### src/design/atps_pkg.sv
`default_nettype none
package atps_pkg;

   localparam int CORDIC_ITERATIONS = 16;
   localparam int ANGLE_BITS = 16;
   localparam int POS_FRAC_BITS = 8;

   // bit-serial multiplier: serial operand, parallel operand, product
   localparam int MUL_A_W = 35;
   localparam int MUL_B_W = 32;
   localparam int MUL_P_W = MUL_A_W + MUL_B_W;
   localparam int MUL_CNT_W = $clog2(MUL_A_W);

   // restoring divider
   localparam int DIV_N_W = 46;
   localparam int DIV_D_W = 32;
   localparam int DIV_CNT_W = $clog2(DIV_N_W);

   localparam int CORDIC_W = 35;
   localparam int CORDIC_Z_W = 33;
   localparam int ATAN_DEPTH = 24;
   localparam int ATAN_IDX_W = $clog2(ATAN_DEPTH);

   localparam logic [MUL_B_W-1:0] INV_GAIN_Q30 = 32'd652032874;
   localparam logic [MUL_B_W-1:0] TURNS_PER_RAD_Q32 = 32'd683565276;

   // chord rounding shift and width of the rounded magnitude
   localparam int CHORD_SH = 30 - POS_FRAC_BITS;
   localparam int CHORD_M_W = MUL_P_W - CHORD_SH;

   localparam logic [1:0] CSR_SPEED = 2'd0;
   localparam logic [1:0] CSR_PATH = 2'd1;
   localparam logic [1:0] CSR_RADIUS = 2'd2;
   localparam logic [1:0] CSR_RATE = 2'd3;

   localparam logic REQ_LOAD = 1'b0;
   localparam logic REQ_TICK = 1'b1;

   typedef enum logic [1:0] {
      STAT_STEPPED = 2'd0,
      STAT_NO_STEP = 2'd1,
      STAT_INVALID = 2'd2,
      STAT_LOADED  = 2'd3
   } status_type;

   typedef enum logic [3:0] {
      ST_IDLE,
      ST_D_CHECK,
      ST_D_MUL_N,
      ST_D_MUL_D,
      ST_D_MUL_K,
      ST_D_DIV_C,
      ST_D_DIV_A,
      ST_D_ROT,
      ST_D_CX,
      ST_D_CY,
      ST_T_ROT,
      ST_FIN
   } state_type;

   typedef logic [31:0] atan_table_type [0:ATAN_DEPTH-1];

   // atan(2^-i) in turns, Q32
   localparam atan_table_type ATAN_TURNS = '{
      32'h20000000, 32'h12E4051E, 32'h09FB385B, 32'h051111D4,
      32'h028B0D43, 32'h0145D7E1, 32'h00A2F61E, 32'h00517C55,
      32'h0028BE53, 32'h00145F2F, 32'h000A2F98, 32'h000517CC,
      32'h00028BE6, 32'h000145F3, 32'h0000A2FA, 32'h0000517D,
      32'h000028BE, 32'h0000145F, 32'h00000A30, 32'h00000518,
      32'h0000028C, 32'h00000146, 32'h000000A3, 32'h00000051
   };

   function automatic logic [CORDIC_W-1:0] abs_c(input logic signed [CORDIC_W-1:0] v);
      logic [CORDIC_W-1:0] r;
      r = v[CORDIC_W-1] ? CORDIC_W'(-v) : CORDIC_W'(v);
      return r;
   endfunction

   function automatic logic [31:0] sat32(input logic neg, input logic [CHORD_M_W-1:0] m);
      logic [31:0] r;
      if (neg) begin
         if (m > CHORD_M_W'(33'h0_8000_0000)) r = 32'h8000_0000;
         else r = 32'(-m);
      end else begin
         if (m > CHORD_M_W'(32'h7FFF_FFFF)) r = 32'h7FFF_FFFF;
         else r = m[31:0];
      end
      return r;
   endfunction

endpackage
`default_nettype wire

### src/design/atps_req_if.sv
`default_nettype none
interface atps_req_if;
   logic valid;
   logic ready;
   logic req_type;
   logic signed [31:0] load_x;
   logic signed [31:0] load_y;
   logic [15:0] load_heading;

   modport source (output valid, req_type, load_x, load_y, load_heading, input ready);
   modport sink (input valid, req_type, load_x, load_y, load_heading, output ready);
endinterface
`default_nettype wire

### src/design/atps_rsp_if.sv
`default_nettype none
interface atps_rsp_if;
   logic valid;
   logic ready;
   logic signed [31:0] pos_x_out;
   logic signed [31:0] pos_y_out;
   logic [15:0] heading_out;
   logic [1:0] status;

   modport source (output valid, pos_x_out, pos_y_out, heading_out, status, input ready);
   modport sink (input valid, pos_x_out, pos_y_out, heading_out, status, output ready);
endinterface
`default_nettype wire

### src/design/atps_smul.sv
`default_nettype none
module atps_smul (
   input  wire logic clock,
   input  wire logic reset,
   input  wire logic start,
   input  wire logic [atps_pkg::MUL_A_W-1:0] a,
   input  wire logic [atps_pkg::MUL_B_W-1:0] b,
   output logic done,
   output logic [atps_pkg::MUL_P_W-1:0] prod
);
   import atps_pkg::*;

   logic [MUL_P_W-1:0] p_ff, p_in;
   logic [MUL_CNT_W-1:0] cnt_ff, cnt_in;
   logic busy_ff, busy_in;
   logic done_ff, done_in;
   logic [MUL_B_W:0] sum;

   // one bit of a per cycle, lsb first; partial sum shifts right
   always_comb begin
      sum = {1'b0, p_ff[MUL_P_W-1:MUL_A_W]} + (p_ff[0] ? {1'b0, b} : '0);
      p_in = p_ff;
      cnt_in = cnt_ff;
      busy_in = busy_ff;
      done_in = 1'b0;
      if (start) begin
         p_in = {{MUL_B_W{1'b0}}, a};
         cnt_in = '0;
         busy_in = 1'b1;
      end else if (busy_ff) begin
         p_in = {sum, p_ff[MUL_A_W-1:1]};
         cnt_in = cnt_ff + 1'b1;
         if (cnt_ff == MUL_CNT_W'(MUL_A_W - 1)) begin
            busy_in = 1'b0;
            done_in = 1'b1;
         end
      end
   end

   always_ff @(posedge clock) begin
      p_ff <= p_in;
      if (reset) begin
         cnt_ff <= '0;
         busy_ff <= 1'b0;
         done_ff <= 1'b0;
      end else begin
         cnt_ff <= cnt_in;
         busy_ff <= busy_in;
         done_ff <= done_in;
      end
   end

   assign done = done_ff;
   assign prod = p_ff;
endmodule
`default_nettype wire

### src/design/atps_sdiv.sv
`default_nettype none
module atps_sdiv (
   input  wire logic clock,
   input  wire logic reset,
   input  wire logic start,
   input  wire logic [atps_pkg::DIV_N_W-1:0] num,
   input  wire logic [atps_pkg::DIV_D_W-1:0] den,
   output logic done,
   output logic [atps_pkg::DIV_N_W-1:0] quot
);
   import atps_pkg::*;

   logic [DIV_D_W-1:0] rem_ff, rem_in;
   logic [DIV_N_W-1:0] q_ff, q_in;
   logic [DIV_CNT_W-1:0] cnt_ff, cnt_in;
   logic busy_ff, busy_in;
   logic done_ff, done_in;
   logic [DIV_D_W:0] trial, diff;
   logic ge;

   // restoring division, one quotient bit per cycle
   always_comb begin
      trial = {rem_ff, q_ff[DIV_N_W-1]};
      diff = trial - {1'b0, den};
      ge = trial >= {1'b0, den};
      rem_in = rem_ff;
      q_in = q_ff;
      cnt_in = cnt_ff;
      busy_in = busy_ff;
      done_in = 1'b0;
      if (start) begin
         rem_in = '0;
         q_in = num;
         cnt_in = '0;
         busy_in = 1'b1;
      end else if (busy_ff) begin
         rem_in = ge ? diff[DIV_D_W-1:0] : trial[DIV_D_W-1:0];
         q_in = {q_ff[DIV_N_W-2:0], ge};
         cnt_in = cnt_ff + 1'b1;
         if (cnt_ff == DIV_CNT_W'(DIV_N_W - 1)) begin
            busy_in = 1'b0;
            done_in = 1'b1;
         end
      end
   end

   always_ff @(posedge clock) begin
      rem_ff <= rem_in;
      q_ff <= q_in;
      if (reset) begin
         cnt_ff <= '0;
         busy_ff <= 1'b0;
         done_ff <= 1'b0;
      end else begin
         cnt_ff <= cnt_in;
         busy_ff <= busy_in;
         done_ff <= done_in;
      end
   end

   assign done = done_ff;
   assign quot = q_ff;
endmodule
`default_nettype wire

### src/design/atps_cordic.sv
`default_nettype none
module atps_cordic (
   input  wire logic clock,
   input  wire logic reset,
   input  wire logic start,
   input  wire logic signed [31:0] x_in,
   input  wire logic signed [31:0] y_in,
   input  wire logic [31:0] ang,
   output logic done,
   output logic signed [atps_pkg::CORDIC_W-1:0] x_out,
   output logic signed [atps_pkg::CORDIC_W-1:0] y_out
);
   import atps_pkg::*;

   logic signed [CORDIC_W-1:0] x_ff, x_in_d, y_ff, y_in_d;
   logic signed [CORDIC_Z_W-1:0] z_ff, z_in;
   logic [ATAN_IDX_W-1:0] i_ff, i_in;
   logic iter_ff, iter_in;
   logic mstart_ff, mstart_in;
   logic done_ff;
   logic signed [CORDIC_W-1:0] xo_ff, yo_ff;

   logic [31:0] angq, res;
   logic [1:0] q;
   logic signed [CORDIC_W-1:0] xs, ys, x0, y0, dx, dy;
   logic signed [CORDIC_Z_W-1:0] at;
   logic mx_done, my_done;
   logic [MUL_P_W-1:0] mx_prod, my_prod, rx, ry;
   logic [CORDIC_W-1:0] x_mag, y_mag;

   always_comb begin
      // exact quarter-turn pre-rotation toward the nearest quadrant
      angq = ang + 32'h2000_0000;
      q = angq[31:30];
      res = ang - {q, 30'b0};
      xs = {{(CORDIC_W-32){x_in[31]}}, x_in};
      ys = {{(CORDIC_W-32){y_in[31]}}, y_in};
      case (q)
         2'd0: begin
            x0 = xs;
            y0 = ys;
         end
         2'd1: begin
            x0 = -ys;
            y0 = xs;
         end
         2'd2: begin
            x0 = -xs;
            y0 = -ys;
         end
         2'd3: begin
            x0 = ys;
            y0 = -xs;
         end
         default: begin
            x0 = xs;
            y0 = ys;
         end
      endcase
      dx = y_ff >>> i_ff;
      dy = x_ff >>> i_ff;
      at = {1'b0, ATAN_TURNS[i_ff]};

      x_in_d = x_ff;
      y_in_d = y_ff;
      z_in = z_ff;
      i_in = i_ff;
      iter_in = iter_ff;
      mstart_in = 1'b0;
      if (start) begin
         x_in_d = x0;
         y_in_d = y0;
         z_in = {res[31], res};
         i_in = '0;
         iter_in = 1'b1;
      end else if (iter_ff) begin
         if (!z_ff[CORDIC_Z_W-1]) begin
            x_in_d = x_ff - dx;
            y_in_d = y_ff + dy;
            z_in = z_ff - at;
         end else begin
            x_in_d = x_ff + dx;
            y_in_d = y_ff - dy;
            z_in = z_ff + at;
         end
         i_in = i_ff + 1'b1;
         if (i_ff == ATAN_IDX_W'(CORDIC_ITERATIONS - 1)) begin
            iter_in = 1'b0;
            mstart_in = 1'b1;
         end
      end

      // gain correction, rounded half away from zero
      rx = mx_prod + (MUL_P_W'(1) << 29);
      ry = my_prod + (MUL_P_W'(1) << 29);
      x_mag = rx[CORDIC_W+29:30];
      y_mag = ry[CORDIC_W+29:30];
   end

   atps_smul u_mul_x (
      .clock(clock), .reset(reset), .start(mstart_ff),
      .a(abs_c(x_ff)), .b(INV_GAIN_Q30), .done(mx_done), .prod(mx_prod)
   );

   atps_smul u_mul_y (
      .clock(clock), .reset(reset), .start(mstart_ff),
      .a(abs_c(y_ff)), .b(INV_GAIN_Q30), .done(my_done), .prod(my_prod)
   );

   always_ff @(posedge clock) begin
      x_ff <= x_in_d;
      y_ff <= y_in_d;
      z_ff <= z_in;
      i_ff <= i_in;
      if (mx_done) begin
         xo_ff <= x_ff[CORDIC_W-1] ? -$signed(x_mag) : $signed(x_mag);
         yo_ff <= y_ff[CORDIC_W-1] ? -$signed(y_mag) : $signed(y_mag);
      end
      if (reset) begin
         iter_ff <= 1'b0;
         mstart_ff <= 1'b0;
         done_ff <= 1'b0;
      end else begin
         iter_ff <= iter_in;
         mstart_ff <= mstart_in;
         done_ff <= mx_done && my_done;
      end
   end

   assign done = done_ff;
   assign x_out = xo_ff;
   assign y_out = yo_ff;
endmodule
`default_nettype wire

### src/design/arc_turn_pose_stepper_core.sv
`default_nettype none
// Arc turn pose stepper. Each write to a csr register re-derives the turn command (step
// count, per-step heading change and local chord), or clears it when the parameters are
// invalid or the path is zero, with req_bus.ready low meanwhile; the derivation takes five
// passes of the bit-serial multiplier, two restoring divisions and one CORDIC rotation. A
// load beat, a tick with invalid parameters and a tick after the command has finished raise
// rsp_bus.valid by way of the finish state, which waits until the output register is free.
// A stepping tick first passes a CORDIC launch, sixteen CORDIC micro-rotations, one per
// cycle, the bit-serial gain correction and the finish state. The next beat is taken as soon
// as the result has moved to the output register, even if rsp_bus has not taken it.
module arc_turn_pose_stepper_core (
   input  wire logic clock,
   input  wire logic reset,
   atps_req_if.sink req_bus,
   atps_rsp_if.source rsp_bus,
   input  wire logic csr_we,
   input  wire logic [1:0] csr_index,
   input  wire logic [20:0] csr_wdata
);
   import atps_pkg::*;

   state_type state_ff, state_in;
   logic launch_ff, launch_in;

   logic signed [16:0] spd_ff, spd_in;
   logic signed [20:0] dist_ff, dist_in, rad_ff, rad_in;
   logic [11:0] rate_ff, rate_in;

   logic valid_ff, valid_in;
   logic [23:0] steps_done_ff, steps_done_in, steps_total_ff, steps_total_in;
   logic [31:0] chord_x_ff, chord_x_in, chord_y_ff, chord_y_in;
   logic [ANGLE_BITS-1:0] delta_ff, delta_in, hdg_ff, hdg_in;
   logic [31:0] pose_x_ff, pose_x_in, pose_y_ff, pose_y_in;

   logic [32:0] numc_ff, numc_in;
   logic [31:0] den_ff, den_in;
   logic [45:0] numa_ff, numa_in;
   logic signed [CORDIC_W-1:0] cs_c_ff, cs_c_in, cs_s_ff, cs_s_in;
   status_type status_ff, status_in;

   logic rsp_valid_ff, rsp_valid_in;
   logic [31:0] out_x_ff, out_x_in, out_y_ff, out_y_in;
   logic [15:0] out_h_ff, out_h_in;
   status_type out_s_ff, out_s_in;

   logic [16:0] asp;
   logic [20:0] ads, ard;
   logic par_ok, turn_add, req_ready, req_acc;
   logic mul_start, div_start, cor_start;
   logic [MUL_A_W-1:0] mul_a;
   logic [MUL_B_W-1:0] mul_b;
   logic mul_done, div_done, cor_done;
   logic [MUL_P_W-1:0] mul_prod, rsum;
   logic [CHORD_M_W-1:0] chord_m;
   logic [DIV_N_W-1:0] div_num, div_q;
   logic [DIV_D_W-1:0] div_den;
   logic signed [31:0] cor_x, cor_y;
   logic [31:0] cor_ang;
   logic signed [CORDIC_W-1:0] cor_xo, cor_yo, cy_v;
   logic [32:0] frac_r;

   always_comb begin
      asp = spd_ff[16] ? 17'(-spd_ff) : 17'(spd_ff);
      ads = dist_ff[20] ? 21'(-dist_ff) : 21'(dist_ff);
      ard = rad_ff[20] ? 21'(-rad_ff) : 21'(rad_ff);
      par_ok = (rad_ff != 0) && (rate_ff != 0) && !((dist_ff == 0) && (spd_ff != 0))
               && !((spd_ff == 0) && (dist_ff != 0));
      turn_add = spd_ff[16] == rad_ff[20];
      req_ready = (state_ff == ST_IDLE) && !csr_we;
      req_acc = req_bus.valid && req_ready;
      cy_v = CORDIC_W'(36'sh0_4000_0000) - cs_c_ff;
      rsum = mul_prod + (MUL_P_W'(1) << (CHORD_SH - 1));
      chord_m = rsum[MUL_P_W-1:CHORD_SH];
      frac_r = {1'b0, div_q[31:0]} + (33'd1 << (31 - ANGLE_BITS));

      mul_a = '0;
      mul_b = '0;
      case (state_ff)
         ST_D_MUL_N: begin
            mul_a = MUL_A_W'(rate_ff);
            mul_b = MUL_B_W'(ads);
         end
         ST_D_MUL_D: begin
            mul_a = MUL_A_W'(rate_ff);
            mul_b = MUL_B_W'(ard);
         end
         ST_D_MUL_K: begin
            mul_a = MUL_A_W'(asp);
            mul_b = TURNS_PER_RAD_Q32;
         end
         ST_D_CX: begin
            mul_a = abs_c(cs_s_ff);
            mul_b = MUL_B_W'(ard);
         end
         ST_D_CY: begin
            mul_a = abs_c(cy_v);
            mul_b = MUL_B_W'(ard);
         end
         default: begin
            mul_a = '0;
            mul_b = '0;
         end
      endcase

      if (state_ff == ST_D_DIV_A) begin
         div_num = numa_ff;
         div_den = den_ff;
      end else begin
         div_num = DIV_N_W'(numc_ff);
         div_den = DIV_D_W'(asp);
      end

      if (state_ff == ST_T_ROT) begin
         cor_x = chord_x_ff;
         cor_y = chord_y_ff;
         cor_ang = {hdg_ff, {(32-ANGLE_BITS){1'b0}}};
      end else begin
         cor_x = 32'sh4000_0000;
         cor_y = '0;
         cor_ang = {delta_ff, {(32-ANGLE_BITS){1'b0}}};
      end
   end

   atps_smul u_mul (
      .clock(clock), .reset(reset), .start(mul_start),
      .a(mul_a), .b(mul_b), .done(mul_done), .prod(mul_prod)
   );

   atps_sdiv u_div (
      .clock(clock), .reset(reset), .start(div_start),
      .num(div_num), .den(div_den), .done(div_done), .quot(div_q)
   );

   atps_cordic u_cordic (
      .clock(clock), .reset(reset), .start(cor_start),
      .x_in(cor_x), .y_in(cor_y), .ang(cor_ang),
      .done(cor_done), .x_out(cor_xo), .y_out(cor_yo)
   );

   always_comb begin
      state_in = state_ff;
      launch_in = launch_ff;
      spd_in = spd_ff;
      dist_in = dist_ff;
      rad_in = rad_ff;
      rate_in = rate_ff;
      valid_in = valid_ff;
      steps_done_in = steps_done_ff;
      steps_total_in = steps_total_ff;
      chord_x_in = chord_x_ff;
      chord_y_in = chord_y_ff;
      delta_in = delta_ff;
      hdg_in = hdg_ff;
      pose_x_in = pose_x_ff;
      pose_y_in = pose_y_ff;
      numc_in = numc_ff;
      den_in = den_ff;
      numa_in = numa_ff;
      cs_c_in = cs_c_ff;
      cs_s_in = cs_s_ff;
      status_in = status_ff;
      rsp_valid_in = rsp_valid_ff && !rsp_bus.ready;
      out_x_in = out_x_ff;
      out_y_in = out_y_ff;
      out_h_in = out_h_ff;
      out_s_in = out_s_ff;
      mul_start = 1'b0;
      div_start = 1'b0;
      cor_start = 1'b0;

      case (state_ff)
         ST_IDLE: begin
            if (req_acc) begin
               state_in = ST_FIN;
               if (req_bus.req_type == REQ_LOAD) begin
                  pose_x_in = req_bus.load_x;
                  pose_y_in = req_bus.load_y;
                  hdg_in = req_bus.load_heading[ANGLE_BITS-1:0];
                  status_in = STAT_LOADED;
               end else if (!valid_ff) begin
                  status_in = STAT_INVALID;
               end else if (steps_done_ff < steps_total_ff) begin
                  state_in = ST_T_ROT;
                  launch_in = 1'b0;
               end else begin
                  status_in = STAT_NO_STEP;
               end
            end
         end
         ST_D_CHECK: begin
            valid_in = par_ok;
            steps_done_in = '0;
            steps_total_in = '0;
            delta_in = '0;
            chord_x_in = '0;
            chord_y_in = '0;
            launch_in = 1'b0;
            state_in = (par_ok && (ads != 0)) ? ST_D_MUL_N : ST_IDLE;
         end
         ST_D_MUL_N, ST_D_MUL_D, ST_D_MUL_K, ST_D_CX, ST_D_CY: begin
            if (!launch_ff) begin
               mul_start = 1'b1;
               launch_in = 1'b1;
            end else if (mul_done) begin
               launch_in = 1'b0;
               case (state_ff)
                  ST_D_MUL_N: begin
                     numc_in = mul_prod[32:0] + 33'(asp) - 33'd1;
                     state_in = ST_D_MUL_D;
                  end
                  ST_D_MUL_D: begin
                     den_in = mul_prod[31:0];
                     state_in = ST_D_MUL_K;
                  end
                  ST_D_MUL_K: begin
                     numa_in = mul_prod[45:0];
                     state_in = ST_D_DIV_C;
                  end
                  ST_D_CX: begin
                     chord_x_in = sat32(cs_s_ff[CORDIC_W-1] ^ spd_ff[16], chord_m);
                     state_in = ST_D_CY;
                  end
                  default: begin
                     chord_y_in = sat32(cy_v[CORDIC_W-1] ^ rad_ff[20], chord_m);
                     state_in = ST_IDLE;
                  end
               endcase
            end
         end
         ST_D_DIV_C, ST_D_DIV_A: begin
            if (!launch_ff) begin
               div_start = 1'b1;
               launch_in = 1'b1;
            end else if (div_done) begin
               launch_in = 1'b0;
               if (state_ff == ST_D_DIV_C) begin
                  steps_total_in = (|div_q[DIV_N_W-1:24]) ? 24'hFF_FFFF : div_q[23:0];
                  state_in = ST_D_DIV_A;
               end else begin
                  delta_in = frac_r[31:32-ANGLE_BITS];
                  state_in = ST_D_ROT;
               end
            end
         end
         ST_D_ROT, ST_T_ROT: begin
            if (!launch_ff) begin
               cor_start = 1'b1;
               launch_in = 1'b1;
            end else if (cor_done) begin
               launch_in = 1'b0;
               if (state_ff == ST_D_ROT) begin
                  cs_c_in = cor_xo;
                  cs_s_in = cor_yo;
                  state_in = ST_D_CX;
               end else begin
                  pose_x_in = pose_x_ff + cor_xo[31:0];
                  pose_y_in = pose_y_ff + cor_yo[31:0];
                  hdg_in = turn_add ? hdg_ff + delta_ff : hdg_ff - delta_ff;
                  steps_done_in = steps_done_ff + 24'd1;
                  status_in = STAT_STEPPED;
                  state_in = ST_FIN;
               end
            end
         end
         ST_FIN: begin
            if (!rsp_valid_ff || rsp_bus.ready) begin
               rsp_valid_in = 1'b1;
               out_x_in = pose_x_ff;
               out_y_in = pose_y_ff;
               out_h_in = 16'(hdg_ff);
               out_s_in = status_ff;
               state_in = ST_IDLE;
            end
         end
         default: begin
            state_in = ST_IDLE;
         end
      endcase

      // a register write restarts the derivation
      if (csr_we) begin
         case (csr_index)
            CSR_SPEED: spd_in = csr_wdata[16:0];
            CSR_PATH: dist_in = csr_wdata;
            CSR_RADIUS: rad_in = csr_wdata;
            CSR_RATE: rate_in = csr_wdata[11:0];
            default: rate_in = rate_ff;
         endcase
         state_in = ST_D_CHECK;
         launch_in = 1'b0;
      end
   end

   always_ff @(posedge clock) begin
      numc_ff <= numc_in;
      den_ff <= den_in;
      numa_ff <= numa_in;
      cs_c_ff <= cs_c_in;
      cs_s_ff <= cs_s_in;
      status_ff <= status_in;
      out_x_ff <= out_x_in;
      out_y_ff <= out_y_in;
      out_h_ff <= out_h_in;
      out_s_ff <= out_s_in;
      if (reset) begin
         state_ff <= ST_IDLE;
         launch_ff <= 1'b0;
         spd_ff <= '0;
         dist_ff <= '0;
         rad_ff <= '0;
         rate_ff <= 12'd1;
         valid_ff <= 1'b0;
         steps_done_ff <= '0;
         steps_total_ff <= '0;
         chord_x_ff <= '0;
         chord_y_ff <= '0;
         delta_ff <= '0;
         hdg_ff <= '0;
         pose_x_ff <= '0;
         pose_y_ff <= '0;
         rsp_valid_ff <= 1'b0;
      end else begin
         state_ff <= state_in;
         launch_ff <= launch_in;
         spd_ff <= spd_in;
         dist_ff <= dist_in;
         rad_ff <= rad_in;
         rate_ff <= rate_in;
         valid_ff <= valid_in;
         steps_done_ff <= steps_done_in;
         steps_total_ff <= steps_total_in;
         chord_x_ff <= chord_x_in;
         chord_y_ff <= chord_y_in;
         delta_ff <= delta_in;
         hdg_ff <= hdg_in;
         pose_x_ff <= pose_x_in;
         pose_y_ff <= pose_y_in;
         rsp_valid_ff <= rsp_valid_in;
      end
   end

   assign req_bus.ready = req_ready;
   assign rsp_bus.valid = rsp_valid_ff;
   assign rsp_bus.pos_x_out = out_x_ff;
   assign rsp_bus.pos_y_out = out_y_ff;
   assign rsp_bus.heading_out = out_h_ff;
   assign rsp_bus.status = out_s_ff;

   a_steps_bound: assert property (@(posedge clock) disable iff (reset)
      (state_ff == ST_IDLE) |-> (steps_done_ff <= steps_total_ff))
      else $error("step counter ran past the step total");

   a_busy_after_accept: assert property (@(posedge clock) disable iff (reset)
      req_acc |=> (state_ff != ST_IDLE))
      else $error("accepted beat did not leave idle");

   a_invalid_clears: assert property (@(posedge clock) disable iff (reset)
      (!valid_ff && (state_ff == ST_IDLE)) |-> ((steps_total_ff == 0) && (delta_ff == 0)))
      else $error("invalid command left derived values");

   a_rsp_from_fin: assert property (@(posedge clock) disable iff (reset)
      $rose(rsp_valid_ff) |-> $past(state_ff == ST_FIN))
      else $error("result raised outside the finish state");
endmodule
`default_nettype wire

### src/flat_wrapper.sv
// flat-port wrapper written by rule: the top's interface ports become plain ports
module arc_turn_pose_stepper_core_flat import atps_pkg::*;
  (clock, reset, csr_we, csr_index, csr_wdata, req_bus_valid, req_bus_req_type, req_bus_load_x, req_bus_load_y, req_bus_load_heading, req_bus_ready, rsp_bus_valid, rsp_bus_pos_x_out, rsp_bus_pos_y_out, rsp_bus_heading_out, rsp_bus_status, rsp_bus_ready);
  atps_req_if req_bus_i ();
  atps_rsp_if rsp_bus_i ();
  input  wire logic clock;
  input  wire logic reset;
  input  wire logic csr_we;
  input  wire logic [1:0] csr_index;
  input  wire logic [20:0] csr_wdata;
  input wire logic [$bits(req_bus_i.valid)-1:0] req_bus_valid;
  input wire logic [$bits(req_bus_i.req_type)-1:0] req_bus_req_type;
  input wire logic [$bits(req_bus_i.load_x)-1:0] req_bus_load_x;
  input wire logic [$bits(req_bus_i.load_y)-1:0] req_bus_load_y;
  input wire logic [$bits(req_bus_i.load_heading)-1:0] req_bus_load_heading;
  output wire logic [$bits(req_bus_i.ready)-1:0] req_bus_ready;
  output wire logic [$bits(rsp_bus_i.valid)-1:0] rsp_bus_valid;
  output wire logic [$bits(rsp_bus_i.pos_x_out)-1:0] rsp_bus_pos_x_out;
  output wire logic [$bits(rsp_bus_i.pos_y_out)-1:0] rsp_bus_pos_y_out;
  output wire logic [$bits(rsp_bus_i.heading_out)-1:0] rsp_bus_heading_out;
  output wire logic [$bits(rsp_bus_i.status)-1:0] rsp_bus_status;
  input wire logic [$bits(rsp_bus_i.ready)-1:0] rsp_bus_ready;
  assign req_bus_i.valid = req_bus_valid;
  assign req_bus_i.req_type = req_bus_req_type;
  assign req_bus_i.load_x = req_bus_load_x;
  assign req_bus_i.load_y = req_bus_load_y;
  assign req_bus_i.load_heading = req_bus_load_heading;
  assign req_bus_ready = req_bus_i.ready;
  assign rsp_bus_valid = rsp_bus_i.valid;
  assign rsp_bus_pos_x_out = rsp_bus_i.pos_x_out;
  assign rsp_bus_pos_y_out = rsp_bus_i.pos_y_out;
  assign rsp_bus_heading_out = rsp_bus_i.heading_out;
  assign rsp_bus_status = rsp_bus_i.status;
  assign rsp_bus_i.ready = rsp_bus_ready;
  arc_turn_pose_stepper_core u_core (.clock(clock), .reset(reset), .req_bus(req_bus_i), .rsp_bus(rsp_bus_i), .csr_we(csr_we), .csr_index(csr_index), .csr_wdata(csr_wdata));
endmodule
### config.mk
export PLATFORM = sky130hd
export DESIGN_NAME = arc_turn_pose_stepper_core_flat
export DESIGN_NICKNAME = d
export VERILOG_FILES = /design/src/design/atps_pkg.sv /design/src/design/atps_req_if.sv /design/src/design/atps_rsp_if.sv /design/src/design/atps_smul.sv /design/src/design/atps_sdiv.sv /design/src/design/atps_cordic.sv /design/src/design/arc_turn_pose_stepper_core.sv /design/src/flat_wrapper.sv
export SDC_FILE = /design/constraint.sdc
export NUM_CORES = 2
export LEC_CHECK = 0
export ABC_AREA = 1
export BUFFER_PORTS_ARGS = -buffer_cell sky130_fd_sc_hd__buf_4
export CORE_MARGIN = 5
export CORE_UTILIZATION = 48
export CTS_CLUSTER_SIZE = 14
export DETAILED_ROUTE_END_ITERATION = 10
export HOLD_SLACK_MARGIN = 0.1
export PLACE_DENSITY_LB_ADDON = 0.05
export SLEW_MARGIN = 0
export SYNTH_ARGS = -nofsm -noshare
export SYNTH_HDL_FRONTEND = slang
export SYNTH_SLANG_ARGS = --single-unit
### constraint.sdc
create_clock -name clock -period 8.2 [get_ports clock]
set_input_delay 0.41 -clock clock [delete_from_list [all_inputs] [get_ports clock]]
set_output_delay 0.41 -clock clock [all_outputs]
set_load 0.05 [all_outputs]
==> results.txt <==
The post-CTS clock slew at the launch and capture registers of the worst setup and hold paths came out at 0.06 ns. Based on the critical path, the design can be clocked at up to 160 MHz. Power spread over the standard cell area amounts to 309 nW/um^2. The standard cell core area is 169000 um^2. In this run, synthesis inferred 589 flip-flops with an integrated enable. The synthesized netlist net count came out at 12539. No sink is reached through more buffers than the 3 on the longest clock path. The part of the Yosys area used for sequential elements came out at 0.329. The post-layout instance area came out at 89900 um^2. Setup violations remaining at the end of the flow were counted as 0.

The first-iteration detailed-routing DRC count is 9661. In this run the remaining antenna-violating nets after routing total 0. The detailed-route wire length is 330 mm. The endpoint identified for the worst register-to-register timing path is u_core.u_cordic.y_ff[31].

The global-route wire length before repair came out at 489 mm. The required time reported for the critical path endpoint is 8.71 ns. Of all cell types, the one taking the most synthesized area is sky130_fd_sc_hd__edfxtp_1. Of the total power, combinational logic draws 0.539. For this design, the slowest cell found on the critical path is sky130_fd_sc_hd__dfxtp_2. The clock sink count is 1043. The clock latency of the later-clocked register in the worst-skew pair is 0.82 ns. The total congestion overflow came out at 0.

The time the final worst path needs with I/O delays and setup came out at 6.24 ns. The final instance count without filler cells came out at 14447. The number of buffers inserted for hold repair after clock tree synthesis is 104. The commonest cells after synthesis are sky130_fd_sc_hd__nand2_1, sky130_fd_sc_hd__inv_1, sky130_fd_sc_hd__nor2_1. In this run, distinct cell masters in the synthesized netlist total 71.

The detailed-route wire length per cell is 22.9 um. For this configuration, the core starts out at a cell density of 0.482. The final hold violation count is 0. The leading register cell type out of synthesis is sky130_fd_sc_hd__edfxtp_1. The number of nets in the finished design is 12631.

Synthesis produced 12025 cells. Summed over all cells, the static leakage comes to 0.0394 uW. The delay of the slowest cell on the worst path came out at 0.74 ns. The number of buffers inserted during clock tree synthesis is 119. At the pin with the least slew margin, the transition time is 1.44 ns. The clock skew is 0.0652 ns.

The count of instances resized after the clock tree is built is 0. By area the synthesized netlist is led by sky130_fd_sc_hd__edfxtp_1, sky130_fd_sc_hd__nand2_1, sky130_fd_sc_hd__dfxtp_1, sky130_fd_sc_hd__nand3_1, sky130_fd_sc_hd__inv_1. Yosys printed 0 warnings.

The depth of the worst register-to-register path came out at 31. The count of final max-slew check failures is 0. The path class of the tightest hold or removal check is in2reg. The first-pass detailed-route iteration total came out at 6. The cell that appears most often on the critical path is sky130_fd_sc_hd__nand2_1. Of all flip-flops after synthesis, the portion carrying an async set or reset was 0. The total power after layout came out at 27800 uW.

The die outline area came out at 178000 um^2. Across the VDD grid, the largest voltage drop is 0.231 mV. The synthesized design contains 1043 register bits. The endpoint type of the worst setup path is a flop. The die width is 422 um. The DRC violation count after routing came out at 0. In the routed layout, each cell is associated on average with a via count of 5.87. Port buffering added 192 buffers.

The average footprint of a synthesized cell is 6.78 um^2. Of the total power, the clock network draws 0.200. The cell area reported after detailed placement came out at 84800 um^2. The worst setup path is of the reg2reg kind. The cell-internal power came out at 14400 uW. The largest net degree at the start of global routing is 82. The I/O pin count is 193. The post-route setup TNS is 0 ns. The count of fill cells added during filler insertion came out at 16792. The vertical die dimension came out at 422 um.

For this run, the total global-route usage over all layers was measured as 0.355. The number of maximum-capacitance violations is 0. The worst setup path is launched from a flop. The final HPWL from detailed placement is 259 mm.

Of the post-synthesis cell area, the dominant cell type holds 0.217. In this run the critical register-to-register path is launched from u_core.u_cordic.i_ff[2]. The area growth from synthesis to layout is 10.3%. The power spent charging and discharging nets came out at 13400 uW. The part of the cycle the worst path needs is 0.761.

The proportion of power drawn by flip-flops and latches is 0.260. The placed cell count is 14110. The core utilization of the finished layout is 0.532. The routed layout has 84768 vias. The register-to-register path setup slack is 1.96 ns.

The critical path starts at u_core.u_cordic.i_ff[2]. In this run the clock root is driven by a sky130_fd_sc_hd__clkbuf_16. In this run the cell area of the synthesized design comes to 81500 um^2. The worst path arrival time came out at 6.75 ns. The worst slew margin relative to its limit came out at 0.0352.

The H-tree depth came out at 3. The most numerous cell in the Yosys netlist is sky130_fd_sc_hd__nand2_1. The run finished with clean final reports. Along the worst path, the maximum fanout reaches 54. The end of the critical path is u_core.u_cordic.y_ff[31]. The post-CTS setup-driven buffer insertion count is 0. The net switching share of the total power came out at 0.483. The routability-driven placement congestion ratio came out at 1.04. The fraction of final layout cells sized beyond drive strength 1 came out at 0.0512. TritonCTS built the clock tree.

The number of global-route vias before repair came out at 78543. The number of antenna violations at the first check in global routing is 11. Setup repair after global routing left no endpoint under its margin. The number of placement rows came out at 151.
[power groups by stage]
stage	registers [uW]	clock network (uW)	logic [uW]
CTS	7210	5650	14700
global placement	7310	0	14400
detailed placement	7320	0	14500
global route	7260	5880	16600
floorplan	6830	0	10700
finish	7250	5580	15000
[critical path: cells and delay by family, from the launching register on]
family                     cells  cell delay (ns)
xor gates and xnor gates       2             0.34
adders and majority gates      2             0.51
AOI/OAI and AO/OA             11             1.97
and+or+nand+nor               11             1.37
DFF                            1             0.74
buffers and inverters          5             1.01
[layout make-up]
class / instances / area [um^2] / share of cell area
clock inverter: 44 / 557 / 0.00619
timing repair buffer: 379 / 3110 / 0.0346
tap: 2218 / 2780 / 0.0309
antenna: 5 / 12.5 / 0.000139
sequential: 1043 / 26800 / 0.298
multi-input combinational: 9215 / 48100 / 0.535
inverter: 1359 / 5110 / 0.0568
clock buffer: 184 / 3500 / 0.0389
[worst min-delay path by stage]
stage                                            start  cells past startpoint                    to  slack [ns]
after floorplan           u_core.u_cordic.u_mul_y.done                      2  u_core.u_cordic.done        0.40
final                         req_bus_load_heading[10]                      5     u_core.hdg_ff[10]        0.15
after global placement       u_core.u_cordic.x_out[32]                      0    u_core.cs_c_ff[32]        0.42
after global routing          req_bus_load_heading[12]                      5     u_core.hdg_ff[12]        0.11
after CTS                     req_bus_load_heading[10]                      5     u_core.hdg_ff[10]        0.11
after detailed placement     u_core.u_cordic.x_out[32]                      0    u_core.cs_c_ff[32]        0.40
[stage by stage]
step / setup WS [ns] / hold slack [ns]
floorplan: 3.54 / 0.395
global placement: 2.24 / 0.421
detailed placement: 2.22 / 0.405
CTS: 2.17 / 0.106
global route: 1.40 / 0.110
finish: 1.96 / 0.150
[per-layer routing]
metal  up-vias  global-route usage  share of wire
met5         -                   0       0.000036
met1     39861               0.471           0.42
met4         2               0.209          0.072
met3       748              0.0520          0.078
li1      40504                   -              -
met2      3653               0.552           0.43
[flip-flops by register name, indices dropped and copies added (netlist names), 33 cells and up]
signal	flops
u_core.u_cordic.x_out	35
u_core.u_mul.prod	67
u_core.numa_ff	46
u_core.u_cordic.y_ff	35
u_core.cs_s_ff	35
u_core.u_cordic.u_mul_y.prod	67
u_core.numc_ff	33
u_core.cs_c_ff	35
u_core.u_cordic.y_out	35
u_core.u_cordic.x_ff	35
u_core.u_cordic.u_mul_x.prod	67
u_core.u_div.quot	46
u_core.u_cordic.z_ff	33
[cell usage in the layout, fill, tap and decap left out, types with 40 or more instances in the layout]
master                             n
sky130_fd_sc_hd__a21o_1           43
sky130_fd_sc_hd__o211ai_1         94
sky130_fd_sc_hd__xor2_1          409
sky130_fd_sc_hd__nor3_1          189
sky130_fd_sc_hd__ha_1            396
sky130_fd_sc_hd__nand3b_1         41
sky130_fd_sc_hd__dfxtp_1         447
sky130_fd_sc_hd__o22ai_1          42
sky130_fd_sc_hd__or2_2            59
sky130_fd_sc_hd__dlygate4sd3_1   104
sky130_fd_sc_hd__a22oi_1          40
sky130_fd_sc_hd__edfxtp_1        589
sky130_fd_sc_hd__a31oi_1         119
sky130_fd_sc_hd__nor4_1           62
sky130_fd_sc_hd__clkbuf_1         42
sky130_fd_sc_hd__nand3_1        1062
sky130_fd_sc_hd__o21ai_0         775
sky130_fd_sc_hd__a21oi_1         821
sky130_fd_sc_hd__xnor2_1         156
sky130_fd_sc_hd__inv_1          1325
sky130_fd_sc_hd__nor2_1         1288
sky130_fd_sc_hd__buf_4           274
sky130_fd_sc_hd__clkbuf_16       123
sky130_fd_sc_hd__nand2_1        3080
sky130_fd_sc_hd__nand4_1         179
[cells by family after synthesis]
logic type / count (synthesis) / share of synthesized area
simple gates: 6056 / 0.314
compound gates: 2184 / 0.150
buf+inv: 1767 / 0.0828
flops: 1043 / 0.329
xor+xnor: 569 / 0.0616
fa+ha+maj: 405 / 0.0630
mux: 1 / 0.000123
Power figures use the tool's default switching activity.
